==> src/hdl/lkvc_pkg.sv <==
package lkvc_pkg;

  localparam int unsigned KEY_W = 32;
  localparam int unsigned VAL_W = 32;
  localparam int unsigned CFG_W = 5;

  localparam logic [CFG_W-1:0] CAP_RESET  = 5'd16;
  localparam logic [VAL_W-1:0] MISS_VALUE = 32'hFFFF_FFFF;

  localparam logic OP_GET = 1'b0;
  localparam logic OP_PUT = 1'b1;

  typedef enum logic [2:0] {
    ST_IDLE,
    ST_COMPARE,
    ST_SELECT,
    ST_READ,
    ST_WRITE
  } state_e;

  // Commands from the controller to the datapath.
  typedef struct packed {
    logic load;
    logic compare;
    logic select;
    logic read;
    logic write;
  } cmd_t;

  // Status from the datapath to the controller.
  typedef struct packed {
    logic out_free;
  } status_t;

endpackage

==> src/hdl/lkvc_ctrl.sv <==
module lkvc_ctrl (
  input  logic              clk_i,
  input  logic              rst_ni,
  input  logic              in_valid_i,
  output logic              in_ready_o,
  input  lkvc_pkg::status_t status_i,
  output lkvc_pkg::cmd_t    cmd_o
);

  lkvc_pkg::state_e state_q, state_d;

  always_ff @(posedge clk_i or negedge rst_ni) begin
    if (!rst_ni) begin
      state_q <= lkvc_pkg::ST_IDLE;
    end else begin
      state_q <= state_d;
    end
  end

  always_comb begin
    state_d = state_q;
    unique case (state_q)
      lkvc_pkg::ST_IDLE: begin
        if (in_valid_i) begin
          state_d = lkvc_pkg::ST_COMPARE;
        end
      end
      lkvc_pkg::ST_COMPARE: state_d = lkvc_pkg::ST_SELECT;
      lkvc_pkg::ST_SELECT:  state_d = lkvc_pkg::ST_READ;
      lkvc_pkg::ST_READ:    state_d = lkvc_pkg::ST_WRITE;
      lkvc_pkg::ST_WRITE: begin
        if (status_i.out_free) begin
          state_d = lkvc_pkg::ST_IDLE;
        end
      end
      default: state_d = lkvc_pkg::ST_IDLE;
    endcase
  end

  always_comb begin
    cmd_o      = '0;
    in_ready_o = 1'b0;
    unique case (state_q)
      lkvc_pkg::ST_IDLE: begin
        in_ready_o = 1'b1;
        cmd_o.load = in_valid_i;
      end
      lkvc_pkg::ST_COMPARE: cmd_o.compare = 1'b1;
      lkvc_pkg::ST_SELECT:  cmd_o.select  = 1'b1;
      lkvc_pkg::ST_READ:    cmd_o.read    = 1'b1;
      lkvc_pkg::ST_WRITE:   cmd_o.write   = status_i.out_free;
      default: begin
        cmd_o      = '0;
        in_ready_o = 1'b0;
      end
    endcase
  end

endmodule

==> src/hdl/lkvc_datapath.sv <==
module lkvc_datapath #(
  parameter int unsigned MAX_ENTRIES = 16
) (
  input  logic                                clk_i,
  input  logic                                rst_ni,
  input  lkvc_pkg::cmd_t                      cmd_i,
  output lkvc_pkg::status_t                   status_o,
  input  logic                                cfg_we_i,
  input  logic [lkvc_pkg::CFG_W-1:0]          cfg_data_i,
  input  logic                                op_i,
  input  logic [lkvc_pkg::KEY_W-1:0]          key_i,
  input  logic [lkvc_pkg::VAL_W-1:0]          value_i,
  output logic                                out_valid_o,
  input  logic                                out_ready_i,
  output logic                                out_hit_o,
  output logic [lkvc_pkg::VAL_W-1:0]          out_value_o
);

  localparam int unsigned IW = $clog2(MAX_ENTRIES);
  localparam int unsigned RW = $clog2(MAX_ENTRIES);
  localparam int unsigned CW = $clog2(MAX_ENTRIES + 1);

  logic [lkvc_pkg::CFG_W-1:0] cap_q;

  logic                       op_q;
  logic [lkvc_pkg::KEY_W-1:0] key_q;
  logic [lkvc_pkg::VAL_W-1:0] val_q;

  logic [lkvc_pkg::KEY_W-1:0] keys_q [MAX_ENTRIES];
  logic [RW-1:0]              rank_q [MAX_ENTRIES];
  logic [MAX_ENTRIES-1:0]     valid_q;
  logic [CW-1:0]              count_q;

  logic [lkvc_pkg::VAL_W-1:0] val_mem [MAX_ENTRIES];
  logic [lkvc_pkg::VAL_W-1:0] rd_data_q;

  logic [MAX_ENTRIES-1:0] match_q, victim_vec_q, free_vec_q;
  logic [MAX_ENTRIES-1:0] match_d, victim_vec_d;

  logic          hit_q;
  logic [IW-1:0] found_idx_q, victim_idx_q, free_idx_q;
  logic          hit_d;
  logic [IW-1:0] found_idx_d, victim_idx_d, free_idx_d;

  logic [IW-1:0] target_q, target_d;
  logic [CW-1:0] old_rank_q, old_rank_d;
  logic          update_q, update_d;
  logic          insert_q, insert_d;
  logic          new_key_q, new_key_d;

  logic [CW-1:0] cap_eff;

  logic                       out_valid_q;
  logic                       out_hit_q;
  logic [lkvc_pkg::VAL_W-1:0] out_value_q;

  assign status_o.out_free = !out_valid_q || out_ready_i;

  always_ff @(posedge clk_i or negedge rst_ni) begin
    if (!rst_ni) begin
      cap_q <= lkvc_pkg::CAP_RESET;
    end else if (cfg_we_i) begin
      cap_q <= cfg_data_i;
    end
  end

  always_ff @(posedge clk_i) begin
    if (cmd_i.load) begin
      op_q  <= op_i;
      key_q <= key_i;
      val_q <= value_i;
    end
  end

  // Parallel key compare; the least recent valid entry holds rank count - 1.
  always_comb begin
    for (int i = 0; i < MAX_ENTRIES; i++) begin
      match_d[i]      = valid_q[i] && (keys_q[i] == key_q);
      victim_vec_d[i] = valid_q[i] && (CW'(rank_q[i]) == (count_q - CW'(1)));
    end
  end

  always_ff @(posedge clk_i) begin
    if (cmd_i.compare) begin
      match_q      <= match_d;
      victim_vec_q <= victim_vec_d;
      free_vec_q   <= ~valid_q;
    end
  end

  // Lowest-index encoders.
  always_comb begin
    hit_d        = |match_q;
    found_idx_d  = '0;
    victim_idx_d = '0;
    free_idx_d   = '0;
    for (int i = MAX_ENTRIES - 1; i >= 0; i--) begin
      if (match_q[i]) begin
        found_idx_d = IW'(i);
      end
      if (victim_vec_q[i]) begin
        victim_idx_d = IW'(i);
      end
      if (free_vec_q[i]) begin
        free_idx_d = IW'(i);
      end
    end
  end

  always_ff @(posedge clk_i) begin
    if (cmd_i.select) begin
      hit_q        <= hit_d;
      found_idx_q  <= found_idx_d;
      victim_idx_q <= victim_idx_d;
      free_idx_q   <= free_idx_d;
    end
  end

  always_comb begin
    if (lkvc_pkg::CFG_W'(0) == cap_q) begin
      cap_eff = CW'(1);
    end else if (32'(cap_q) > 32'(MAX_ENTRIES)) begin
      cap_eff = CW'(MAX_ENTRIES);
    end else begin
      cap_eff = CW'(cap_q);
    end
  end

  // Choose the slot to touch and the rank below which the other entries age.
  always_comb begin
    target_d   = found_idx_q;
    old_rank_d = CW'(rank_q[found_idx_q]);
    update_d   = hit_q || (op_q == lkvc_pkg::OP_PUT);
    insert_d   = 1'b0;
    new_key_d  = 1'b0;
    if (!hit_q && (op_q == lkvc_pkg::OP_PUT)) begin
      new_key_d = 1'b1;
      if (count_q >= cap_eff) begin
        target_d   = victim_idx_q;
        old_rank_d = count_q - CW'(1);
      end else begin
        target_d   = free_idx_q;
        old_rank_d = count_q;
        insert_d   = 1'b1;
      end
    end
  end

  always_ff @(posedge clk_i) begin
    if (cmd_i.read) begin
      rd_data_q  <= val_mem[found_idx_q];
      target_q   <= target_d;
      old_rank_q <= old_rank_d;
      update_q   <= update_d;
      insert_q   <= insert_d;
      new_key_q  <= new_key_d;
    end
  end

  always_ff @(posedge clk_i) begin
    if (cmd_i.write && (op_q == lkvc_pkg::OP_PUT)) begin
      val_mem[target_q] <= val_q;
    end
  end

  always_ff @(posedge clk_i) begin
    if (cmd_i.write && new_key_q) begin
      keys_q[target_q] <= key_q;
    end
  end

  always_ff @(posedge clk_i or negedge rst_ni) begin
    if (!rst_ni) begin
      valid_q <= '0;
      count_q <= '0;
      for (int i = 0; i < MAX_ENTRIES; i++) begin
        rank_q[i] <= '0;
      end
    end else if (cmd_i.write && update_q) begin
      for (int i = 0; i < MAX_ENTRIES; i++) begin
        if (IW'(i) == target_q) begin
          rank_q[i] <= '0;
        end else if (valid_q[i] && (CW'(rank_q[i]) < old_rank_q)) begin
          rank_q[i] <= rank_q[i] + RW'(1);
        end
      end
      if (insert_q) begin
        valid_q[target_q] <= 1'b1;
        count_q           <= count_q + CW'(1);
      end
    end
  end

  always_ff @(posedge clk_i or negedge rst_ni) begin
    if (!rst_ni) begin
      out_valid_q <= 1'b0;
    end else if (cmd_i.write) begin
      out_valid_q <= 1'b1;
    end else if (out_ready_i) begin
      out_valid_q <= 1'b0;
    end
  end

  always_ff @(posedge clk_i) begin
    if (cmd_i.write) begin
      out_hit_q   <= hit_q;
      out_value_q <= (hit_q && (op_q == lkvc_pkg::OP_GET)) ? rd_data_q : lkvc_pkg::MISS_VALUE;
    end
  end

  assign out_valid_o = out_valid_q;
  assign out_hit_o   = out_hit_q;
  assign out_value_o = out_value_q;

endmodule

==> src/hdl/lru_key_value_cache_unit.sv <==
// Channel   Direction  Handshake                 Payload
// s_axis    in         s_axis_tvalid/tready      tuser: operation; tdata: key, value
// m_axis    out        m_axis_tvalid/tready      tuser: hit; tdata: read_value
// cfg       in         cfg_valid_i/cfg_ready_o   cfg_data_i: capacity_in_use
//
// An item runs through the accept step, then compares all keys, encodes the hit,
// victim and free slots, reads the value memory, and updates ranks and the slot, which
// also loads the result register. The next item is taken in
// the cycle after the result is loaded, even while that result still waits on m_axis.
// Reset clears all valid bits, ranks and the entry count at once.
// A stalled m_axis holds the unit in its final step until the result drains.
module lru_key_value_cache_unit #(
  parameter int unsigned MAX_ENTRIES = 16
) (
  input  logic        clk_i,
  input  logic        rst_ni,
  input  logic        s_axis_tvalid,
  output logic        s_axis_tready,
  input  logic [63:0] s_axis_tdata,   // [31:0] key, [63:32] value
  input  logic [0:0]  s_axis_tuser,   // [0] operation
  output logic        m_axis_tvalid,
  input  logic        m_axis_tready,
  output logic [31:0] m_axis_tdata,   // [31:0] read_value
  output logic [0:0]  m_axis_tuser,   // [0] hit
  input  logic        cfg_valid_i,
  output logic        cfg_ready_o,
  input  logic [4:0]  cfg_data_i
);

  lkvc_pkg::cmd_t    cmd;
  lkvc_pkg::status_t status;
  logic              out_hit;

  assign cfg_ready_o = 1'b1;

  lkvc_ctrl u_ctrl (
    .clk_i      (clk_i),
    .rst_ni     (rst_ni),
    .in_valid_i (s_axis_tvalid),
    .in_ready_o (s_axis_tready),
    .status_i   (status),
    .cmd_o      (cmd)
  );

  lkvc_datapath #(
    .MAX_ENTRIES (MAX_ENTRIES)
  ) u_datapath (
    .clk_i       (clk_i),
    .rst_ni      (rst_ni),
    .cmd_i       (cmd),
    .status_o    (status),
    .cfg_we_i    (cfg_valid_i && cfg_ready_o),
    .cfg_data_i  (cfg_data_i),
    .op_i        (s_axis_tuser[0]),
    .key_i       (s_axis_tdata[31:0]),
    .value_i     (s_axis_tdata[63:32]),
    .out_valid_o (m_axis_tvalid),
    .out_ready_i (m_axis_tready),
    .out_hit_o   (out_hit),
    .out_value_o (m_axis_tdata)
  );

  assign m_axis_tuser[0] = out_hit;

endmodule
==> config.mk <==
export PLATFORM = sky130hd
export DESIGN_NAME = lru_key_value_cache_unit
export DESIGN_NICKNAME = d
export VERILOG_FILES = /design/src/hdl/lkvc_pkg.sv /design/src/hdl/lkvc_ctrl.sv /design/src/hdl/lkvc_datapath.sv /design/src/hdl/lru_key_value_cache_unit.sv
export SDC_FILE = /design/constraint.sdc
export NUM_CORES = 2
export LEC_CHECK = 0
export BUFFER_PORTS_ARGS = -buffer_cell sky130_fd_sc_hd__buf_2
export CORE_ASPECT_RATIO = 1.5
export CORE_UTILIZATION = 65
export DETAILED_ROUTE_END_ITERATION = 8
export HOLD_SLACK_MARGIN = 0.15
export PLACE_DENSITY = 0.91
export SLEW_MARGIN = 20
export SYNTH_ARGS = -nofsm -noshare
export SYNTH_HDL_FRONTEND = slang
export SYNTH_HIERARCHICAL = 1
export SYNTH_SLANG_ARGS = --single-unit
==> constraint.sdc <==
create_clock -name clk_i -period 8.55 [get_ports clk_i]
set_input_delay 1.71 -clock clk_i [delete_from_list [all_inputs] [get_ports clk_i]]
set_output_delay 1.71 -clock clk_i [all_outputs]
set_load 0.005 [all_outputs]
==> results by group <==
Run status
  – Status: complete, no violations

Power
  – Tot Pwr: 17.6 mW
  – Pwr/cell area: 289 mW/mm2
  – Worst vdd ir: between 0.2 and 0.3 mV
  – Leakage dissipation: ~20 nW

Worst setup path
  – Critical path capture point type: flop
  – Worst setup SP type: input pin
  – Required @ worst endpoint: slightly above 9 ns
  – CP max FO: 45
  – Critical path type: input pin to flop
  – CP Data Arrival Time: approximately 4.5 ns
  – R2R Setup Slk: 5.15 ns

Synth
  – Post-synth EDFFs: around 1200
  – Synthesized area: 0.0552 mm2
  – Synth top area share: 0.668
  – Top cell types by occurrence after synthesis: 1227 x edfxtp_1, 421 x xnor2_1, 174 x mux4_2
  – Yosys top cell by area: edfxtp_1
  – Ys Warns: 6
  – Distinct cells, synth: 70
  – Post-synthesis async set-or-reset flop share: 0.0712
  – Mean area per synthesized cell: ~17 um2
  – Primary FF master, synth: edfxtp_1
  – Mapped Nets: approximately 3300
  – Yosys reg bits: ~1300
  – Sequential element share of the synthesized area: 0.711
  – Syn Inst Count: 3185
  – Synth area leaders: edfxtp_1 67%, mux4_2 7.1%, xnor2_1 6.7%
  – Most numerous cell in the Yosys netlist: edfxtp_1

STA
  – Final WS setup: 4.59 ns
  – Setup TNS: 0 ns
  – Final setup fails: 0
  – Max transition margin: 0.219
  – Unrepaired setup endpoints after global routing: false
  – Fmax: 0.253 GHz
  – Final min period: approximately 4 ns
  – Skew final: 0.0495 ns
  – Final worst path period share: 0.463
  – Endpoints failing hold: 0
  – Actual slew at the worst max-slew pin: between 1 and 1.5 ns
  – Slew Viols, Final: 0

Place
  – Gpl congestion: 0.889
  – IO Port Bufs: 109
  – Pre-CTS setup slack: ~4.0 ns
  – Post-DP HPWL: 80.3 mm

Die
  – Num ports: about 110
  – Die Wd: 240 um
  – Core area: 0.0839 mm2
  – Die Ht: 359 um
  – Initial Util: 0.657
  – Num rows: 130
  – DIE AREA: 0.0860 mm2

Global route
  – First-pass GRT wire length: around 210 mm
  – GRT Util Overall: 0.353
  – Pin count of the biggest net entering global routing: 146
  – Initial antenna violation count: 6
  – Vias in the first global route: 32477
  – Global route total overflow: 0

Clock network
  – H-tree depth: 3
  – Post-CTS Hold Buffers: 0
  – Clk slew on worst S/H paths: 0.07 ns
  – Total setup buffers inserted after CTS: 0
  – CTS tree: built
  – Num CTS Buffers: approximately 110
  – Clk_lat worst skew: around 0.74 ns
  – Total clock sinks: 1321
  – Root Driver: clkbuf_16
  – CTS max path bufs: 3
  – CTS resizes: 0

Routing
  – First-pass iteration count of the detailed router: 6
  – Iter 0 DRT Violations: 4278
  – Final wirelength: 152 mm
  – ANT nets after route: 0
  – Vias/cell: 6.99
  – DRC: 0
  – Via count: approximately 32000
  – Wire per inst: 33.3 um

Cells and area
  – Layout cells sized above 1: 0.178
  – Area Overhead vs Synth: 10.3%
  – Fin nets: 3484

Hold path
  – HP Class: flop to flop

Run
  – Max_cap viols: 0
-- power breakdown --
part           switching [mW]  leakage [nW]  internal [mW]
registers               0.555          12.1           7.79
logic                    2.46          6.00           1.59
clock network            2.37          1.74           2.83
total                    5.38          19.8           12.2
-- state kept, by name, indices dropped and copies added, names as in the netlist, 32 cells and up --
register and count:
u_datapath/keys_q 512, u_datapath/val_mem 512, u_datapath/rank_q 64, u_datapath/key_q 32
u_datapath/out_value_o 32, u_datapath/rd_data_q 32, u_datapath/val_q 32
-- per-stage QoR --
step                      hold WS (ns)  area, um2  instances   util
after floorplan                  0.447      55200       3185      -
after CTS                        0.462      60800       4551  0.725
after detailed placement         0.456      57200       4350  0.681
final                            0.463      60900       4555  0.725
after global placement           0.435      57200       4349  0.681
after global routing             0.482      60900       4555  0.725
-- cell families after synthesis --
kind of cell / synth area share
other: 0.0000680
adders and majority gates: 0.0161
xor gates and xnor gates: 0.0925
and+or+nand+nor: 0.0556
buffers and inverters: 0.0172
DFF: 0.711
muxes: 0.0773
AOI/OAI and AO/OA: 0.0304
-- placed cells by master (no fill, tap or decap), types with 71 or more instances in the layout --
| master | n |
|---|---|
| buf_4 | 85 |
| buf_2 | 108 |
| xor2_1 | 158 |
| xnor2_1 | 421 |
| nand2_1 | 101 |
| nand4_1 | 121 |
| edfxtp_1 | 1227 |
| dfrtp_1 | 93 |
| mux4_2 | 174 |
| ha_1 | 71 |
| clkbuf_16 | 109 |
-- layer usage --
| metal | up-vias | wire (um) | global-route usage |
|---|---|---|---|
| met3 | 679 | 16800 | 0.0607 |
| met4 | 4 | 12900 | 0.271 |
| met2 | 2798 | 75900 | 0.594 |
| li1 | 12588 | - | - |
| met1 | 15760 | 46200 | 0.406 |
| met5 | - | 23 | 0 |
-- layout make-up --
cell class | instances | area [um2]
Tap cell | 1122 | 1400
Clock buffer | 130 | 2830
Multi-Input combinational cell | 1669 | 15200
Sequential cell | 1321 | 39200
Antenna cell | 3 | 7.51
Clock inverter | 71 | 798
Timing Repair Buffer | 197 | 1270
Fill cell | 4437 | 23100
Inverter | 42 | 158
-- path summary, 6_finish.rpt --
check | depth (start not counted) | start | endpoint
setup / recovery | 10 | m_axis_tready | u_datapath/count_q[1]
max in group asynchronous | 2 | rst_ni | u_datapath/valid_q[8]
hold reg to reg | 0 | u_datapath/key_q[27] | u_datapath/keys_q[15][27]
setup reg to reg | 6 | u_datapath/key_q[11] | u_datapath/match_q[10]
min in group asynchronous | 1 | rst_ni | u_datapath/cap_q[1]
hold / removal | 0 | u_datapath/key_q[27] | u_datapath/keys_q[15][27]
-- worst max-delay path, cell delays in order --
cell	delay [ns]
buf_2	0.07
nand2b_1	0.15
nand2_1	0.08
nor3_2	0.15
buf_4	0.67
and2_1	0.23
buf_4	0.44
nand2_1	0.60
nand2_1	0.24
o21ai_0	0.13
Power figures use the tool's default switching activity.
